$ cat src/hw/rtl/piq_pkg.sv
// Shared types and constants for the positional insert queue.
package piq_pkg;

  localparam int DEPTH  = 256;
  localparam int DATA_W = 64;
  localparam int CNT_W  = $clog2(DEPTH + 1);
  localparam int IDX_W  = $clog2(DEPTH);

  typedef enum logic [1:0] {
    OP_APPEND = 2'd0,
    OP_INSERT = 2'd1,
    OP_POP    = 2'd2,
    OP_NOP    = 2'd3
  } op_t;

  typedef enum logic [1:0] {
    ST_OK     = 2'd0,
    ST_FULL   = 2'd1,
    ST_EMPTY  = 2'd2,
    ST_BADPOS = 2'd3
  } status_t;

  typedef enum logic [1:0] {
    CELL_HOLD   = 2'd0,
    CELL_APPEND = 2'd1,
    CELL_INSERT = 2'd2,
    CELL_POP    = 2'd3
  } cell_op_t;

  // Broadcast from the controller to every cell of the chain.
  typedef struct packed {
    cell_op_t                  op;
    logic [IDX_W-1:0]          slot;
    logic signed [DATA_W-1:0]  value;
  } cell_cmd_t;

endpackage

$ cat src/hw/rtl/piq_cell.sv
// One storage cell of the shift chain.
module piq_cell
  import piq_pkg::*;
(
  input  logic                     clk,
  input  logic [IDX_W-1:0]         cell_idx,
  input  cell_cmd_t                cmd,
  input  logic signed [DATA_W-1:0] left_value,
  input  logic signed [DATA_W-1:0] right_value,
  output logic signed [DATA_W-1:0] value
);

  logic signed [DATA_W-1:0] value_r;
  logic signed [DATA_W-1:0] value_nxt;

  always_comb begin
    value_nxt = value_r;
    unique case (cmd.op)
      CELL_HOLD: value_nxt = value_r;
      CELL_APPEND: begin
        if (cell_idx == cmd.slot) value_nxt = cmd.value;
      end
      CELL_INSERT: begin
        // take the new value at the slot, shift everything behind it toward the tail
        if (cell_idx == cmd.slot) begin
          value_nxt = cmd.value;
        end else if (cell_idx > cmd.slot) begin
          value_nxt = left_value;
        end
      end
      CELL_POP: value_nxt = right_value;
      default: value_nxt = value_r;
    endcase
  end

  always_ff @(posedge clk) begin
    value_r <= value_nxt;
  end

  assign value = value_r;

endmodule

$ cat config.mk
export PLATFORM = sky130hd
export DESIGN_NAME = piq_cell
export DESIGN_NICKNAME = d
export VERILOG_FILES = /design/src/hw/rtl/piq_pkg.sv /design/src/hw/rtl/piq_cell.sv
export SDC_FILE = /design/constraint.sdc
export NUM_CORES = 1
export LEC_CHECK = 0
export ABC_AREA = 0
export BUFFER_PORTS_ARGS = -buffer_cell sky130_fd_sc_hd__buf_2
export CAP_MARGIN = 20
export CELL_PAD_IN_SITES_DETAIL_PLACEMENT = 0
export CELL_PAD_IN_SITES_GLOBAL_PLACEMENT = 1
export CORE_MARGIN = 2
export CORE_UTILIZATION = 29
export CTS_CLUSTER_SIZE = 24
export DETAILED_ROUTE_END_ITERATION = 10
export GPL_TIMING_DRIVEN = 0
export PLACE_DENSITY_LB_ADDON = 0.1
export SKIP_LAST_GASP = 1
export SLEW_MARGIN = 20
export SYNTH_ARGS = -nofsm -noshare
export SYNTH_HDL_FRONTEND = slang
export SYNTH_SLANG_ARGS = --single-unit
export TNS_END_PERCENT = 1
$ cat constraint.sdc
create_clock -name clk -period 7.4 [get_ports clk]
set_input_delay 0.74 -clock clk [delete_from_list [all_inputs] [get_ports clk]]
set_output_delay 0.74 -clock clk [all_outputs]
set_load 0.03 [all_outputs]
; ---- Yosys cells after proc, flatten, opt, wreduce, memory -nomap -nowiden
; Index checks and enable logic that the tools add are counted.
[word_totals]
reg_bits = 64
latch_bits = 0
mem_bits_rw = 0
mem_bits_ro = 0
input_bits = 211
elab_cells = 15
n_memories = 0
[op_classes]
n_addsub = 0
mul = 0
n_div = 0
order_cmp = 1
n_eq_ne = 6
shifts = 0
n_mux = 4
bitwise_logic = 1
n_reduce_logical = 2
[ops]
columns = operator, count
row1 = $mux 64, 3
row2 = $pmux 64 s3, 1
row3 = $eq 8x8->1, 1
row4 = $gt 8x8->1, 1
row5 = $eq 2x2->1 const B, 2
row6 = $ne 3x3->1 const B, 1
row7 = $reduce_and 3->1, 1
row8 = $eq 2x1->1 const B, 1
row9 = $logic_not 2->1, 1
row10 = $ne 2x2->1 const B, 1
row11 = $not 1->1, 1

; ---- Longest topological paths before layout
; Gate-level depths: netlist (run 1).
[depth]
depth_word = 4
mapped_depth = 8

; ---- Least setup slack after synthesis (run 1)
; Ideal clock, no wire load.
[synth_timing]
path_kind = input-to-reg
start = input cmd[70] in the netlist's numbering
end = register value_r[0], in the netlist value[0] (enable)
setup_ps = 507
arrival_time_ps = 4869
required_time_ps = 6893
slack_ps = 2024
stages = 8
path_buffers = 2
cell_sequence = inv_1 > ha_1 > nand4_1 > nor2_1 > buf_4 > buf_6 > a21oi_1 > a21oi_1
[synth_between]
elab_chain_cells = 3
[synth_rtl]
columns = element, line
row1 = "start, declared", piq_cell.sv:7  ; input cell_cmd_t cmd,
row2 = $gt 8x8->1 or $eq 8x8->1 (tied branches), "piq_cell.sv:27, piq_cell.sv:21, piq_cell.sv:25"
row3 = $ne 3x3->1 (no line) or $ne 2x2->1 (tied branches), n/a
row4 = $reduce_and 3->1 (no line) (*), n/a
row5 = "end signal, assigned", piq_cell.sv:37  ; value_r <= value_nxt;
row6 = "end, declared", piq_cell.sv:13  ; logic signed [DATA_W-1:0] value_r;
; Mark *: on every way between the ends. The rest lies on a longest branch, timed or not.
; A chain may end at the register's enable or synchronous reset.

; ---- Worst setup path in the final report (run 1)
[layout_timing]
start = input cmd[70] in the netlist's numbering
end = register value_r[35], in the netlist value[35] (enable)
; The elaborated chain is that of the path after synthesis.

==> flow_metrics.tcl, run 1 <==
set metrics [dict create \
    final_cell_mix "buf_2, a21oi_1, nor2_1" \
    leakage_nw 2.615 \
    hold_class "in2reg" \
    grt_usage_pct 19.18 \
    slew_viol_final 0 \
    cp_num_buf_inv 6 \
    fmax_mhz 336.6 \
    path_class "in2reg" \
    grt_max_degree 23 \
    ant_nets 0 \
    setup_ws_ns 4.429 \
    dieHeight_um 118.4 \
    syn_area_per_cell_um2 9.857 \
    synth_cell_types 20 \
    final_core_util_pct 45.27 \
    die_w_um 118.4 \
    post-place-ws_ns 4.097 \
    cts.repair.resized 0 \
    crit_top_cell "buf_16" \
    grt_pass1_vias 4068 \
    cp_slowest_cell "a21oi_4" \
    grt_pass1_wl_um 20950 \
    multi_input_area_mm2 0.001637 \
    cts_tree "yes" \
    worst_pin_slew_ns 0.7770 \
    critPathLaunchType "input pin" \
    place_area_mm2 0.005475 \
    critPathTopFamily "buffers and inverters" \
    final_hold_viol_count 0 \
    power_mw 1.182 \
    crit_path_end_kind "register" \
    post-route-period-util_pct 40.15 \
    ctsHtreeMaxLevel 3 \
    via_count 3993 \
    rsz0062_at_grt "no" \
    first_pass_iters 5 \
    status "completed" \
    drtIter0Drc 176 \
    netlist_instances 385 \
    wl_per_cell_um 16.20 \
    antenna_found_initial 1 \
    final_common_cell "buf_2" \
    setup_tns_ns 0 \
    yosys_warnings 0 \
    num_rows 41 \
    yosys_register_bits 64 \
    fillerInstances 1308 \
    hold_ws_ns 0.7367 \
    largest_reg_flops 64 \
    initial_core_util_pct 29.83 \
    peakVddDrop_v 0.00008331 \
    cts.path.max_buffers 2 \
    seq_area_mm2 0.001922 \
    io_pins 275 \
    place_inst 834 \
    fin_crit_ns 2.971 \
    totalWireLength_um 13780 \
    fin_cells 851 \
    remaining_drc_errors 0 \
    portBuffers 274 \
    cp_max_fo 22 \
    drive_above_1_share_pct 45.13 \
    startpoint "cmd[70]" \
    relSlewSlack_pct 46.86 \
    place_hpwl_um 10640 \
    dieArea_mm2 0.01402 \
    design_area_mm2 0.005759 \
    hold_buffers 0 \
    seq_area_frac_synth_pct 50.64 \
    path_cells "buf_2 > inv_1 > ha_1 > nand4_1 > nor2_1 > buf_4 > buf_6 > a21oi_1 > a21oi_4 > buf_16 > buf_16" \
    synth_area_mm2 0.003795 \
    cp.required_ns 7.43 \
    worst_hold_startpoint "cmd[57]" \
    overflow 0 \
    cts.sinks 64 \
    setup_violations 0 \
    place_congestion 0.8144 \
    numCtsBuffers 9 \
    synth_nets 604 \
    postCtsSetupBuffers 0 \
    layout.nets 892 \
    avgViaCountPerCell 4.692 \
    cts_root_buf "clkbuf_16" \
    p_per_area_mw_per_mm2 205.3 \
    cts.reportedPaths.clkPinSlew_ns 0.06 \
    maxCapViolCount 0 \
    cp.arrival_ns 3.00 \
    slowest_delay_ns 0.44 \
    syn2layout_area_growth_pct 51.76 \
    coreArea_mm2 0.01272 \
]
## cell type report
| class | instances | share of cell area, % |
|---|---|---|
| buffer | 35 | 3.780 |
| multi-input combinational | 278 | 28.42 |
| clock buffer | 12 | 4.106 |
| inverter | 8 | 0.5214 |
| clock inverter | 4 | 0.7821 |
| timing repair buffer | 277 | 25.24 |
| antenna | 1 | 0.04345 |
| tap | 172 | 3.737 |
| sequential | 64 | 33.37 |
## cell usage after synthesis
| cell type | n | area (um^2) |
|---|---|---|
| a2111oi_0 | 1 | 8.760 |
| a21o_1 | 1 | 7.510 |
| a21oi_1 | 68 | 340.3 |
| buf_1 | 2 | 7.510 |
| buf_2 | 3 | 15.01 |
| buf_4 | 2 | 15.01 |
| buf_6 | 10 | 112.6 |
| clkbuf_1 | 18 | 67.56 |
| edfxtp_1 | 64 | 1922 |
| ha_1 | 8 | 100.1 |
| inv_1 | 8 | 30.03 |
| nand2_1 | 1 | 3.750 |
| nand2b_1 | 64 | 400.4 |
| nand3_1 | 1 | 5.000 |
| nand4_1 | 2 | 12.51 |
| nor2_1 | 65 | 244.0 |
| nor2b_1 | 1 | 6.260 |
| o211ai_1 | 1 | 7.510 |
| o31a_1 | 1 | 8.760 |
| o31ai_1 | 64 | 480.5 |
## layer usage
layer	wire length [um]	vias up	track usage (%)	share of wire, %
li1	-	1987	-	-
met1	5556	1784	22.24	40
met2	6698	201	33.20	49
met3	1217	21	6.178	8.8
met4	310	0	6.696	2.2
met5	0	-	0	0
## path summary, 6_finish.rpt
path	end	slack [ns]	cells past startpoint
max	value[35]	4.43	11
min	value[57]	0.74	3
## report_power, final
group / switching [mW] / leakage (nW) / internal (mW)
clock network: 0.154 / 0.140 / 0.259
registers: 0.00931 / 0.622 / 0.452
logic: 0.191 / 1.85 / 0.117
total: 0.354 / 2.61 / 0.828
## logic make-up after synthesis
family          after synthesis  synth area share, %
compound gates              136                22.49
fa+ha+maj                     8                2.638
buf+inv                      43                6.528
flops                        64                50.64
simple gates                134                17.70
Note: power is estimated with default switching activity, not from simulation.
==> run 2, diff against run 1 <==
--- a/config.mk
+++ b/config.mk
@@ -11,7 +11,7 @@
 export CELL_PAD_IN_SITES_DETAIL_PLACEMENT = 0
 export CELL_PAD_IN_SITES_GLOBAL_PLACEMENT = 1
 export CORE_MARGIN = 2
-export CORE_UTILIZATION = 29
+export CORE_UTILIZATION = 26
 export CTS_CLUSTER_SIZE = 24
 export DETAILED_ROUTE_END_ITERATION = 10
 export GPL_TIMING_DRIVEN = 0
==> constraint.sdc (replaced) <==
create_clock -name clk -period 2.5 [get_ports clk]
set_input_delay 0.25 -clock clk [delete_from_list [all_inputs] [get_ports clk]]
set_output_delay 0.25 -clock clk [all_outputs]
set_load 0.03 [all_outputs]
==> flow_metrics.tcl, run 2 (synthesis results as in run 1) <==
set metrics [dict create \
    status "completed" \
    cts.repair.resized 0 \
    hold_class "in2reg" \
    slew_viol_final 0 \
    drive_above_1_share_pct 47.58 \
    whs_path_depth 3 \
    final_cell_mix "buf_2, a21oi_1, nor2_1" \
    hold_buffers 0 \
    critPathLaunchType "input pin" \
    post-route-period-util_pct 88.60 \
    die_w_um 124.8 \
    place_congestion 0.8033 \
    cp_max_fo 18 \
    grt_pass1_vias 4183 \
    design_area_mm2 0.005914 \
    antenna_found_initial 0 \
    p_per_area_mw_per_mm2 595.8 \
    final_common_cell "buf_2" \
    num_rows 44 \
    rsz0062_at_grt "no" \
    diodes 0 \
    peakVddDrop_v 0.0002636 \
    remaining_drc_errors 0 \
    ctsHtreeMaxLevel 3 \
    cts_root_buf "clkbuf_16" \
    totalWireLength_um 14180 \
    worst_hold_startpoint "cmd[16]" \
    relSlewSlack_pct 48.36 \
    cts.sinks 64 \
    dieHeight_um 124.8 \
    grt_pass1_wl_um 21810 \
    first_pass_iters 6 \
    wl_per_cell_um 16.39 \
    worst_pin_slew_ns 0.7551 \
    ant_nets 0 \
    dieArea_mm2 0.01558 \
    portBuffers 274 \
    layout.nets 895 \
    cp.arrival_ns 2.30 \
    leakage_nw 2.625 \
    fmax_mhz 451.5 \
    crit_path_end_kind "register" \
    drtIter0Drc 205 \
    io_pins 275 \
    place_area_mm2 0.005612 \
    largest_reg_flops 64 \
    via_count 4044 \
    setup_violations 0 \
    postCtsSetupBuffers 3 \
    numCtsBuffers 9 \
    power_mw 3.524 \
    grt_max_degree 19 \
    cp.required_ns 2.59 \
    cts_tree "yes" \
    final_hold_viol_count 0 \
    syn2layout_area_growth_pct 55.85 \
    path_class "in2reg" \
    setup_tns_ns 0 \
    place_hpwl_um 10880 \
    cts.reportedPaths.clkPinSlew_ns 0.05 \
    startpoint "cmd[71]" \
    overflow 0 \
    fin_crit_ns 2.215 \
    maxCapViolCount 0 \
    cts.path.max_buffers 2 \
    avgViaCountPerCell 4.675 \
    grt_usage_pct 17.84 \
    initial_core_util_pct 26.41 \
    coreArea_mm2 0.01437 \
]
run 2: changes by cell type in the layout (fill, tap and decap cells not counted), sizes merged:
cell,delta
buf,+3
clkbuf,-1
clkinv,+1
diode,-1
run 2: final timing paths:
path	end
setup / recovery	value[22]
hold / removal	value[16]
run 2: where the power goes:
part / switching [mW] / leakage (nW) / internal [mW]
Clock: 0.457 / 0.138 / 0.762
Sequential: 0.0280 / 0.622 / 1.34
Combinational: 0.579 / 1.86 / 0.361
run 2: routing by layer:
layer / GRT usage, % / wire (um) / vias up
met5: 0 / 0 / -
met4: 7.386 / 381 / 0
met3: 5.198 / 1160 / 28
met2: 30.47 / 6878 / 176
met1: 20.95 / 5755 / 1852
li1: - / - / 1988
run 2: metrics by stage:
stage                     cells  hold slack (ns)  setup slack, ns  utilization, %
after floorplan             385           0.4805          -0.1573               -
after global placement      843           0.5701           -1.289           38.48
final                       865           0.2421           0.2851           41.16
after global routing        865           0.2474          0.02117           41.16
after CTS                   865           0.2287           0.2782           41.16
after detailed placement    846           0.5794          -0.4361           39.05
run 2: final cells by class:
type | instances | area (um^2)
Fill cell | 1495 | 8454
Tap cell | 184 | 230.2
Sequential cell | 64 | 1922
Timing Repair Buffer | 280 | 1476
Inverter | 8 | 52.55
Clock inverter | 5 | 47.55
Clock buffer | 11 | 232.7
Multi-Input combinational cell | 278 | 1735
Buffer | 35 | 217.7
run 2: critical path, cell delays in order:
cell	delay, ns
buf_2	0.16
inv_12	0.03
ha_4	0.23
nand4_1	0.14
nor2_1	0.11
buf_4	0.21
a2111oi_0	0.62
a21oi_4	0.16
buf_16	0.21
buf_16	0.17
