[config.mk]
export PLATFORM = sky130hd
export DESIGN_NAME = piq_ctrl
export DESIGN_NICKNAME = d
export VERILOG_FILES = /design/src/hw/rtl/piq_pkg.sv /design/src/hw/rtl/piq_ctrl.sv
export SDC_FILE = /design/constraint.sdc
export NUM_CORES = 1
export LEC_CHECK = 0
export BUFFER_PORTS_ARGS = -buffer_cell sky130_fd_sc_hd__buf_2
export CELL_PAD_IN_SITES_DETAIL_PLACEMENT = 1
export CELL_PAD_IN_SITES_GLOBAL_PLACEMENT = 2
export CORE_ASPECT_RATIO = 0.9
export CORE_MARGIN = 10
export CORE_UTILIZATION = 25
export DETAILED_ROUTE_END_ITERATION = 6
export GPL_TIMING_DRIVEN = 1
export PLACE_DENSITY = 0.92
export SYNTH_ARGS = -nofsm -noshare
export SYNTH_HDL_FRONTEND = slang
export SYNTH_SLANG_ARGS = --single-unit
[constraint.sdc]
create_clock -name clk -period 3.9 [get_ports clk]
set_input_delay 0.39 -clock clk [delete_from_list [all_inputs] [get_ports clk]]
set_output_delay 0.39 -clock clk [all_outputs]
set_load 0.03 [all_outputs]
[src/hw/rtl/piq_pkg.sv]
// Shared types and constants for the positional insert queue.
package piq_pkg;

  localparam int DEPTH  = 256;
  localparam int DATA_W = 64;
  localparam int CNT_W  = $clog2(DEPTH + 1);
  localparam int IDX_W  = $clog2(DEPTH);

  typedef enum logic [1:0] {
    OP_APPEND = 2'd0,
    OP_INSERT = 2'd1,
    OP_POP    = 2'd2,
    OP_NOP    = 2'd3
  } op_t;

  typedef enum logic [1:0] {
    ST_OK     = 2'd0,
    ST_FULL   = 2'd1,
    ST_EMPTY  = 2'd2,
    ST_BADPOS = 2'd3
  } status_t;

  typedef enum logic [1:0] {
    CELL_HOLD   = 2'd0,
    CELL_APPEND = 2'd1,
    CELL_INSERT = 2'd2,
    CELL_POP    = 2'd3
  } cell_op_t;

  // Broadcast from the controller to every cell of the chain.
  typedef struct packed {
    cell_op_t                  op;
    logic [IDX_W-1:0]          slot;
    logic signed [DATA_W-1:0]  value;
  } cell_cmd_t;

endpackage

[src/hw/rtl/piq_ctrl.sv]
// Count register, operation decode and output register of the queue.
module piq_ctrl
  import piq_pkg::*;
(
  input  logic                     clk,
  input  logic                     rst_n,
  input  logic                     in_valid,
  output logic                     in_stall,
  input  logic [1:0]               in_opcode,
  input  logic signed [DATA_W-1:0] in_value_in,
  input  logic [CNT_W-1:0]         in_position,
  output logic                     out_valid,
  input  logic                     out_stall,
  output logic signed [DATA_W-1:0] out_value_out,
  output logic [1:0]               out_status,
  output logic [CNT_W-1:0]         out_fill_count,
  input  logic signed [DATA_W-1:0] head_value,
  output cell_cmd_t                cmd
);

  localparam logic [CNT_W-1:0] FULL_CNT = CNT_W'(DEPTH);

  logic                     out_valid_r, out_valid_nxt;
  logic signed [DATA_W-1:0] out_value_r, out_value_nxt;
  status_t                  out_status_r, out_status_nxt;
  logic [CNT_W-1:0]         count_r, count_nxt;

  logic                     accept;
  op_t                      op;
  logic                     full;
  logic                     bad_pos;
  logic [CNT_W:0]           pos_ext;
  logic [CNT_W:0]           cnt_plus1;
  logic [CNT_W-1:0]         pos_m1;

  assign in_stall  = out_valid_r && out_stall;
  assign accept    = in_valid && !in_stall;
  assign op        = op_t'(in_opcode);
  assign full      = (count_r == FULL_CNT);
  assign pos_ext   = {1'b0, in_position};
  assign cnt_plus1 = {1'b0, count_r} + (CNT_W+1)'(1);
  assign bad_pos   = (in_position == '0) || (pos_ext > cnt_plus1);
  assign pos_m1    = in_position - CNT_W'(1);

  always_comb begin
    count_nxt      = count_r;
    out_value_nxt  = out_value_r;
    out_status_nxt = out_status_r;
    cmd.op         = CELL_HOLD;
    cmd.slot       = count_r[IDX_W-1:0];
    cmd.value      = in_value_in;
    if (accept) begin
      out_value_nxt  = '0;
      out_status_nxt = ST_OK;
      unique case (op)
        OP_APPEND: begin
          if (full) begin
            out_status_nxt = ST_FULL;
          end else begin
            cmd.op    = CELL_APPEND;
            count_nxt = count_r + CNT_W'(1);
          end
        end
        OP_INSERT: begin
          // position check wins over the full check
          if (bad_pos) begin
            out_status_nxt = ST_BADPOS;
          end else if (full) begin
            out_status_nxt = ST_FULL;
          end else begin
            cmd.op    = CELL_INSERT;
            cmd.slot  = pos_m1[IDX_W-1:0];
            count_nxt = count_r + CNT_W'(1);
          end
        end
        OP_POP: begin
          if (count_r == '0) begin
            out_status_nxt = ST_EMPTY;
          end else begin
            cmd.op        = CELL_POP;
            out_value_nxt = head_value;
            count_nxt     = count_r - CNT_W'(1);
          end
        end
        OP_NOP: out_status_nxt = ST_OK;
        default: out_status_nxt = ST_OK;
      endcase
    end
  end

  always_comb begin
    if (accept) begin
      out_valid_nxt = 1'b1;
    end else if (!out_stall) begin
      out_valid_nxt = 1'b0;
    end else begin
      out_valid_nxt = out_valid_r;
    end
  end

  always_ff @(posedge clk) begin
    if (!rst_n) begin
      out_valid_r <= 1'b0;
      count_r     <= '0;
    end else begin
      out_valid_r <= out_valid_nxt;
      count_r     <= count_nxt;
    end
  end

  always_ff @(posedge clk) begin
    out_value_r  <= out_value_nxt;
    out_status_r <= out_status_nxt;
  end

  // fill count rides with the result: hold it while the result waits
  logic [CNT_W-1:0] out_fill_r;
  always_ff @(posedge clk) begin
    if (accept) out_fill_r <= count_nxt;
  end

  assign out_valid      = out_valid_r;
  assign out_value_out  = out_value_r;
  assign out_status     = out_status_r;
  assign out_fill_count = out_fill_r;

endmodule

# --- Word level (Yosys, flattened, before mapping) ---
# Cells that the tools add are included.
classes:
  add_sub_neg: 4
  magnitude_cmp: 1
  n_eq_ne: 5
  n_mux: 18
  n_bitwise: 1
  reduce_logical: 8
ops:
  columns: ["operator", "n"]
  rows:
  - ["$mux W9", 4]
  - ["$mux W10", 3]
  - ["$pmux W9 S3", 1]
  - ["$logic_not A9 Y1", 2]
  - ["$add A9 B1 Y10 const B", 1]
  - ["$gt A9 B10 Y1", 1]
  - ["$add A9 B1 Y9 const B", 1]
  - ["$eq A9 B9 Y1 const B", 1]
  - ["$sub A9 B1 Y9 const B", 1]
  - ["$mux W8", 1]
  - ["$pmux W2 S4", 1]
  - ["$sub A8 B1 Y8 const B", 1]
  - ["$mux W2", 3]
  - ["$pmux W2 S3", 1]
  - ["$eq A2 B2 Y1 const B", 2]
  - ["$mux W1", 4]
  - ["$eq A2 B1 Y1 const B", 1]
  - ["$logic_and A1 B1 Y1", 2]
  - ["$logic_not A2 Y1", 1]
  - ["$ne A2 B1 Y1 const B", 1]
  - ["$reduce_or A2 Y1", 1]
  - ["$logic_not A1 Y1", 1]
  - ["$logic_or A1 B1 Y1", 1]
  - ["$not A1 Y1", 1]
word_totals:
  regBits: 85
  in_bits: 143
  output_inout_bits: 151
  word_cells: 42

# --- Depth between registers and ports, before layout ---
# Gate-level depths: netlist of run 1.
logic_depth:
  depth_word: 6
  ltp_mapped: 12
  mapped_depth_nobuf: 11

# --- Least setup slack after synthesis of run 1 ---
# Ideal clock, no wire load.
synth_timing:
  kind: "register to register"
  startpoint: "register out_valid_r (netlist: out_valid)"
  endpoint: "register out_fill_r[0] (netlist: out_fill_count[0]) (data pin)"
  setup_ns: 0.262
  arrival_ns: 3.299
  required_ns: 3.638
  setup_slack_ns: 0.339
  path_stages_with_launch: 8
  path_buffers: 0
  synth_period_minus_slack_ns: 3.561
  cell_sequence: "dfxtp_1 -> a21bo_2 -> inv_1 -> nand2_1 -> a211oi_1 -> a21bo_2 -> a21oi_1 -> a21oi_1"
synth_between:
  elab_chain_len: 4
synth_rtl:
  columns: ["item", "line_no", "rtl"]
  rows:
  - ["start, declared", "piq_ctrl.sv:23", "logic out_valid_r, out_valid_nxt;"]
  - ["start signal, assigned", "piq_ctrl.sv:106", "out_valid_r <= out_valid_nxt;"]
  - ["$logic_and A1 B1 Y1", "piq_ctrl.sv:36", "assign in_stall = out_valid_r && out_stall;"]
  - ["$logic_not A1 Y1", "piq_ctrl.sv:37", "assign accept = in_valid && !in_stall;"]
  - ["$logic_and A1 B1 Y1", "piq_ctrl.sv:37", null]
  - ["named net accept", "piq_ctrl.sv:28", "logic accept;"]
  - ["$mux W9", "piq_ctrl.sv:52", "if (accept) begin"]
  - ["named net count_nxt[0]", "piq_ctrl.sv:26", "logic [CNT_W-1:0] count_r, count_nxt;"]
  - ["end signal, assigned", "piq_ctrl.sv:119", "if (accept) out_fill_r <= count_nxt;"]
  - ["end, declared", "piq_ctrl.sv:117", "logic [CNT_W-1:0] out_fill_r;"]
# The timed path passes the listed nets, and every way through them passes these cells.
# A chain may end at the register's enable or synchronous reset.

==> results of run 1 <==
==> cells by family after synthesis <==
group / after synthesis
mux: 8
xor+xnor: 13
flops: 85
simple gates: 154
buf+inv: 94
fa+ha+maj: 12
compound gates: 56
==> cells in the mapped netlist, drive strengths merged, types with 3 or more instances <==
cell / instances / area, um2
and2: 70 / 440
nand2b: 4 / 25.0
nor2: 12 / 45.0
clkbuf: 12 / 45.0
o22ai: 3 / 18.8
mux2: 5 / 75.1
or2: 3 / 18.8
buf: 70 / 534
o211ai: 3 / 22.5
dfxtp: 10 / 200
xnor2: 8 / 70.1
a31oi: 5 / 31.3
nor3: 8 / 56.3
nor2b: 4 / 25.0
nor4: 6 / 37.5
or3: 5 / 32.5
o31ai: 3 / 22.5
o21ai: 7 / 35.0
a21oi: 8 / 40.0
xor2: 5 / 43.8
mux2i: 3 / 30.0
inv: 12 / 45.0
nand2: 21 / 78.8
ha: 12 / 150
edfxtp: 75 / 2250
a211oi: 5 / 42.5
nand3: 12 / 65.1
nand4: 4 / 25.0
==> final cells by class <==
class	count	area, um2
Fill cell	2117	12800
Inverter	12	46.3
Timing Repair Buffer	171	871
Clock buffer	10	229
Multi-Input combinational cell	243	1710
Sequential cell	85	2460
Clock inverter	5	85.1
Tap cell	245	307
==> metrics by stage <==
stage | power [uW] | area, um2 | utilization (%) | hold WS (ps) | cells
after global placement | 1610 | 5360 | 28.9 | 583 | 756
after global routing | 2630 | 5710 | 30.8 | 287 | 771
after CTS | 2550 | 5680 | 30.6 | 262 | 771
after floorplan | 1560 | 4750 | - | 508 | 422
after detailed placement | 1620 | 5360 | 28.9 | 597 | 756
final | 2510 | 5710 | 30.8 | 276 | 771
==> state kept, by name (all words and copies together), names as in the netlist <==
name and cells:
out_value_out 64, out_valid 1, count_r 9, out_fill_count 9, out_status 2
==> worst min path at each step <==
stage | start | to | cells past startpoint
6_report | in_valid | out_valid | 2
5_1_grt | in_valid | out_valid | 2
4_1_cts | in_valid | out_valid | 2
3_5_place_dp | out_valid | out_valid | 2
3_3_place_gp | count_r[1] | count_r[1] | 2
2_1_floorplan | rst_n | out_valid | 1
==> critical path, cell delays in order (launching register included) <==
cell and delay, ps:
dfxtp_1 430, ha_4 200, nand3_1 90, xor2_1 160, ha_1 300, nand4_1 190, a2111oi_2 350, a31oi_1 120
and2_4 220, nor3_4 150, buf_4 220, mux2_4 310, buf_2 180
==> power breakdown <==
part / switching (uW) / internal, uW
Clock: 354 / 561
Sequential: 23.0 / 1070
Combinational: 346 / 163
==> layer usage <==
layer	track usage (%)	vias up
li1	-	1634
met1	13.2	1680
met2	20.9	136
met3	2.95	54
met4	5.53	0
met5	0	-
==> flow_summary_export.csv, run 1 <==
group,metric,value,unit
run_status,status,"complete, no violations",
route,dr.max_layer_used,"met4",
hold_path,hold_path_class,"input port to register",
worst_setup_path,worst_setup_path_end_kind,"output pin",
sta,slew_headroom,30.1,%
worst_setup_path,worstReg2RegEnd,"out_fill_count[0]",
clocking,numCtsBuffers,9,
sta,finalCritPeriodShare,94.1,%
yosys,synthMuxAreaShare,2.21,%
yosys,synth_warnings,0,
floorplanning,rows,47,
worst_setup_path,rrSetupSlack,820,ps
cells_and_area,nets,677,
sta,slew_violations,0,
clocking,postCtsResizedCells,3,
sta,fmax,272,MHz
global_route,grt-ovfl-total,0,
job,cap_violations,0,
global_route,grt_pass1_wl,22400,um
clocking,clk_latency,340,ps
floorplanning,dieArea,24900,um2
place,dp_hpwl,12800,um
yosys,synthSimpleGateAreaFrac,18.9,%
route,wl_met3,1230,um
worst_setup_path,crit_start,"count_r[0]",
route,routedWlPerCell,20.4,um
yosys,synth_compound_area_share,8.59,%
worst_setup_path,cp_max_fo,8,
yosys,yosysSeqAreaShare,51.6,%
sta,setup_violations,0,
route,met2_length,8070,um
yosys,syn-mean-instance-area,11.3,um2
sta,rsz0062_at_grt,"no",
floorplanning,die_w,165,um
clocking,post-cts-setup-buffers,0,
yosys,synth-adder-area-share,3.16,%
yosys,syn_area,4750,um2
sta,fin_crit,3670,ps
yosys,synth_edf_count,75,
route,ant_nets,0,
clocking,cts_hold_buf,0,
clocking,cts_root_buf,"clkbuf_16",
worst_setup_path,r2r_start,"count_r[0]",
route,m1WireLength,5940,um
clocking,clkTransAtPathRegs,60,ps
place,io_buffers,165,
route,vias,3504,
clocking,cts_tree,"yes",
worst_setup_path,critPathCapture,"cmd[66]",
global_route,antenna_found_initial,0,
power,p_leak,0.00238,uW
route,routed_wl,15800,um
place,gp_congestion,0.924,
sta,worstMarginPinSlew,1050,ps
floorplanning,initial_utilization,25.6,%
yosys,synthesis.nets,577,
route,first_pass_iters,4,
route,post-route-drc-count,0,
yosys,ys_types,59,
worst_setup_path,crit_required,3510,ps
cells_and_area,area_delta_synth_final,20.2,%
global_route,grt_pass1_vias,3595,
sta,finClkSkew,9.32,ps
floorplanning,boundaryPins,294,
clocking,clockBufferDepth,2,
route,vias_per_cell,4.54,
cells_and_area,layout-drive-gt1-share,40.7,%
cells_and_area,final_common_cell,"buf_2",
sta,finalHoldViolCount,0,
yosys,yosys_register_bits,85,
route,drt-initial-drc-count,164,
floorplanning,die_y,151,um
yosys,synthFlopType,"edfxtp_1",
cells_and_area,layout_common_cells,"buf_2 (165), edfxtp_1 (75), and2_1 (69)",
power,power_density,440,nW/um2
global_route,grt_max_degree,76,
worst_setup_path,start_kind,"register",
worst_setup_path,path_class,"register to output pin",
yosys,synth_top_family_by_area,"simple AND/OR/NAND/NOR gates",
worst_setup_path,crit_arrival,3280,ps
power,peakVddDrop,0.000142,V
floorplanning,core_region_area,18500,um2
worst_setup_path,r2r_cells,8,
yosys,async_flop_share,0,%
clocking,htree_num_levels,3,
cells_and_area,antenna-diode-count,0,
yosys,synth-xor-area-share,2.40,%
clocking,cts.sinks,85,
global_route,grt.total_usage,11.9,%
yosys,netlist_instances,422,
sta,final.setup.worst_slack,229,ps
place,pre_cts_ws,290,ps
sta,tns,0,ps
No activity file was read; power rests on OpenSTA's default activity.
==> inputs of run 2 (changes only) <==
- CORE_MARGIN: 10 -> 1.5
- SLEW_MARGIN: not set -> 40
==> flow_summary_export.csv, run 2 (synthesis results as in run 1) <==
group,metric,value,unit
power,peakVddDrop,0.000166,V
clocking,cts_tree,"yes",
clocking,clockBufferDepth,2,
route,ant_nets,0,
cells_and_area,area_delta_synth_final,19.8,%
sta,fin_crit,3720,ps
floorplanning,rows,47,
floorplanning,dieArea,19800,um2
global_route,grt_pass1_wl,20900,um
clocking,post-cts-setup-buffers,0,
global_route,antenna_found_initial,0,
sta,setup_violations,0,
worst_setup_path,crit_chain,"ha_2 -> nand3_1 -> xor2_1 -> ha_1 -> nand4_1 -> a2111oi_2 -> a31oi_1 -> and2_4 -> nor3_4 -> buf_4 -> mux2_4 -> buf_2",
power,seqPwrFrac,44.7,%
floorplanning,die_y,134,um
route,vias_per_cell,4.53,
clocking,clkTransAtPathRegs,70,ps
worst_setup_path,start_kind,"register",
sta,tns,0,ps
sta,holdWs,263,ps
place,io_buffers,165,
floorplanning,core_region_area,18500,um2
power,comb_power_share,20.9,%
cells_and_area,layout_common_cells,"buf_2 (165), edfxtp_1 (75), and2_1 (69)",
sta,slew_headroom,48.2,%
clocking,cts.sinks,85,
worst_setup_path,crit_cells,12,
worst_setup_path,crit_required,3510,ps
power,p_sw_share,30.8,%
floorplanning,boundaryPins,294,
power,p_switching,749,uW
floorplanning,die_w,148,um
worst_setup_path,max_stage_delay,390,ps
route,first_pass_iters,4,
power,clockPowerShare,34.4,%
hold_path,worstHoldPathCells,2,
worst_setup_path,critPathSlowestCell,"dfxtp_1",
cells_and_area,antenna-diode-count,0,
cells_and_area,fill_cells,2131,
clocking,htree_num_levels,3,
route,routedWlPerCell,18.5,um
job,cap_violations,0,
sta,slew_violations,0,
global_route,grt_max_degree,57,
floorplanning,initial_utilization,25.6,%
power,power_density,427,nW/um2
sta,finalHoldViolCount,0,
worst_setup_path,path_class,"register to output pin",
route,routed_wl,14300,um
clocking,cts_root_buf,"clkbuf_16",
worst_setup_path,r2r_cells,10,
clocking,numCtsBuffers,9,
sta,finalCritPeriodShare,95.4,%
power,p_leak,0.00238,uW
global_route,grt.total_usage,14.1,%
route,drt-initial-drc-count,243,
sta,final.setup.worst_slack,178,ps
cells_and_area,largest_reg_flops,64,
global_route,grt_pass1_vias,3498,
cells_and_area,nets,679,
worst_setup_path,cp_top_family,"simple AND/OR/NAND/NOR gates",
cells_and_area,layout-drive-gt1-share,40.8,%
sta,fmax,269,MHz
sta,finClkSkew,8.26,ps
route,vias,3503,
sta,worstMarginPinSlew,771,ps
worst_setup_path,worst_setup_path_end_kind,"output pin",
worst_setup_path,crit_arrival,3330,ps
power,p_total,2430,uW
sta,rsz0062_at_grt,"no",
hold_path,hold_path_class,"input port to register",
cells_and_area,seq_area,2460,um2
place,pre_cts_ws,377,ps
power,power.internal,1680,uW
cells_and_area,multi_input_area,1700,um2
place,gp_congestion,0.839,
worst_setup_path,cp_max_fo,8,
clocking,clk_latency,350,ps
run_status,status,"complete, no violations",
place,dp_hpwl,11400,um
global_route,grt-ovfl-total,0,
cells_and_area,final_common_cell,"buf_2",
worst_setup_path,path_buf_inv,2,
route,post-route-drc-count,0,
[run 2: routing by layer]
layer	share of wire, %	vias to the layer above	GRT usage, %
li1	-	1645	-
met1	36	1647	15.1
met2	53	160	25.0
met3	7.6	51	3.66
met4	4.1	0	8.03
met5	0	-	0
[run 2: power groups by stage]
stage	combinational [uW]	clock, uW	sequential, uW
floorplan	336	0	1230
global placement	499	0	1100
detailed placement	508	0	1110
CTS	511	872	1090
global route	549	898	1090
finish	508	836	1090
[run 2: path summary, 6_finish.rpt]
| path | start | endpoint | slack [ps] |
|---|---|---|---|
| setup / recovery | count_r[0] | cmd[69] | 180 |
| hold reg to reg | count_r[1] | count_r[1] | 590 |
| setup reg to reg | count_r[0] | out_fill_count[2] | 750 |
| hold / removal | in_valid | out_valid | 260 |
[run 2: repair_timing]
action                     4_1_cts  5_1_grt
hold buffers                     0        0
gates resized for setup          1        7
setup endpoints to repair        5        8
[run 2: through the flow]
step	utilization (%)	instances	cell area (um2)
after floorplan	-	422	4750
final	30.7	774	5690
after detailed placement	29.0	758	5380
after CTS	30.6	774	5670
after global routing	30.7	774	5690
after global placement	29.0	757	5360
[run 2: layout make-up]
class	instances	share of cell area, %
Sequential cell	85	43.2
Multi-Input combinational cell	243	29.8
Timing Repair Buffer	173	15.7
Tap cell	245	5.39
Clock buffer	9	3.96
Clock inverter	7	1.10
Inverter	12	0.814
==> inputs of run 3 (changes only) <==
--- a/config.mk
+++ b/config.mk
@@ -9,5 +9,4 @@
 export CELL_PAD_IN_SITES_DETAIL_PLACEMENT = 1
 export CELL_PAD_IN_SITES_GLOBAL_PLACEMENT = 2
-export CORE_ASPECT_RATIO = 0.9
 export CORE_MARGIN = 1.5
 export CORE_UTILIZATION = 25
==> constraint.sdc (replaced) <==
create_clock -name clk -period 3.9 [get_ports clk]
set_input_delay 0 -clock clk [delete_from_list [all_inputs] [get_ports clk]]
set_output_delay 0 -clock clk [all_outputs]
set_load 0.03 [all_outputs]
==> flow_summary_export.csv, run 3 (synthesis results as in run 1) <==
group,metric,value,unit
sta,fmax,280,MHz
worst_setup_path,critPathSlowestCell,"dfxtp_1",
clocking,htree_num_levels,3,
global_route,antenna_found_initial,2,
worst_setup_path,max_stage_delay,560,ps
cells_and_area,area_delta_synth_final,33.9,%
floorplanning,dieArea,19800,um2
cells_and_area,layout_common_cells,"buf_2 (165), edfxtp_1 (75), and2_1 (69)",
power,p_leak,0.00267,uW
power,peakVddDrop,0.000148,V
route,first_pass_iters,4,
sta,rsz0062_at_grt,"no",
global_route,grt_pass1_wl,24100,um
cells_and_area,largest_reg_flops,64,
cells_and_area,layout-drive-gt1-share,35.3,%
clocking,postCtsResizedCells,0,
worst_setup_path,crit_arrival,3580,ps
route,routed_wl,16100,um
route,drt-initial-drc-count,156,
sta,finalCritPeriodShare,91.7,%
global_route,grt-ovfl-total,0,
cells_and_area,final_common_cell,"buf_2",
sta,fin_crit,3580,ps
floorplanning,rows,50,
place,gp_congestion,0.878,
floorplanning,die_y,141,um
power,power_density,399,nW/um2
cells_and_area,antenna-diode-count,0,
clocking,cts_tree,"yes",
route,ant_nets,0,
route,vias,3843,
clocking,numCtsBuffers,9,
sta,slew_violations,0,
sta,holdWs,0.0116,ps
sta,finClkSkew,10.0,ps
cells_and_area,multi_input_area,1680,um2
cells_and_area,finalInstanceArea,6360,um2
clocking,cts_root_buf,"clkbuf_16",
route,vias_per_cell,4.64,
run_status,status,"complete, no violations",
global_route,grt.total_usage,16.0,%
worst_setup_path,worst_setup_path_end_kind,"output pin",
floorplanning,boundaryPins,294,
sta,worstMarginPinSlew,786,ps
route,post-route-drc-count,0,
worst_setup_path,crit_required,3900,ps
place,dp_hpwl,11000,um
sta,tns,0,ps
job,cap_violations,0,
place,dpl-instance-area,5380,um2
sta,slew_headroom,47.6,%
floorplanning,initial_utilization,25.5,%
sta,finalHoldViolCount,0,
clocking,clockBufferDepth,2,
global_route,grt_max_degree,59,
floorplanning,die_w,141,um
worst_setup_path,crit_chain,"nand3_2 -> nor2_1 -> xnor2_1 -> ha_1 -> a22o_1 -> nor4_1 -> a31oi_1 -> and2_4 -> nor3_4 -> buf_12 -> mux2_4 -> buf_2",
clocking,clk_latency,330,ps
clocking,clkTransAtPathRegs,60,ps
place,io_buffers,165,
route,routedWlPerCell,19.4,um
sta,setup_violations,0,
global_route,grt_pass1_vias,4021,
worst_setup_path,path_class,"register to output pin",
worst_setup_path,cp_max_fo,11,
cells_and_area,nets,745,
clocking,cts.sinks,85,
cells_and_area,seq_area,2450,um2
hold_path,hold_path_class,"input port to output pin",
cells_and_area,fill_cells,2122,
floorplanning,core_region_area,18600,um2
worst_setup_path,start_kind,"register",
==> run 3: changes by cell type in the layout (fill, tap and decap cells not counted), sizes merged <==
cell         delta
bufinv          +1
inv             -1
clkinv          -1
dlygate4sd3    +66
clkinvlp        +1
==> run 3: per-layer routing <==
metal	part of all wire, %	GRT usage [%]
met4	2.6	6.14
met2	48	27.1
met1	41	19.2
met5	0.15	0
met3	8.5	4.42
==> run 3: report_power, final <==
part           switching [uW]  internal, uW
clock network             371           505
registers                25.9          1070
logic                     357           215
total                     754          1790
==> run 3: final cells by class <==
class	count	share of cell area, %
clock buffers	9	3.54
clock inverters	7	1.22
inverters	12	0.708
multi-input cells	243	26.4
flip-flops and latches	85	38.6
well taps	234	4.60
repair buffers	239	24.9
==> run 3: metrics by stage <==
step	utilization [%]	worst slack [ps]	power, uW	cells
after floorplan	-	339	1560	422
after global placement	28.6	646	1600	744
after detailed placement	28.8	448	1620	746
after CTS	34.0	73.5	2560	828
after global routing	34.1	87.7	2650	829
final	34.1	323	2540	829
==> run 3: worst paths after layout <==
path              startpoint                 to  slack [ps]  cells past startpoint
max               count_r[2]            cmd[67]         320                     12
min          in_value_in[33]            cmd[33]        0.01                      0
max reg2reg       count_r[2]  out_fill_count[2]         470                     10
min reg2reg       count_r[1]         count_r[1]         610                      2
==> run 3: critical path: cells and delay by family, from the launching register on <==
kind	cells	cell delay, ps
AOI/OAI and AO/OA	2	460
xor gates and xnor gates	1	190
adders and majority gates	1	320
buffers and inverters	2	340
DFF	1	560
muxes	1	300
and+or+nand+nor	5	1080
==> run 3: timing repair <==
| item | 4_1_cts | 5_1_grt |
|---|---|---|
| setup endpoints to repair | 0 | 8 |
| hold buffers | 66 | 0 |
| endpoints found under the hold margin | 65 | 0 |
| buffers inserted | 0 | 1 |
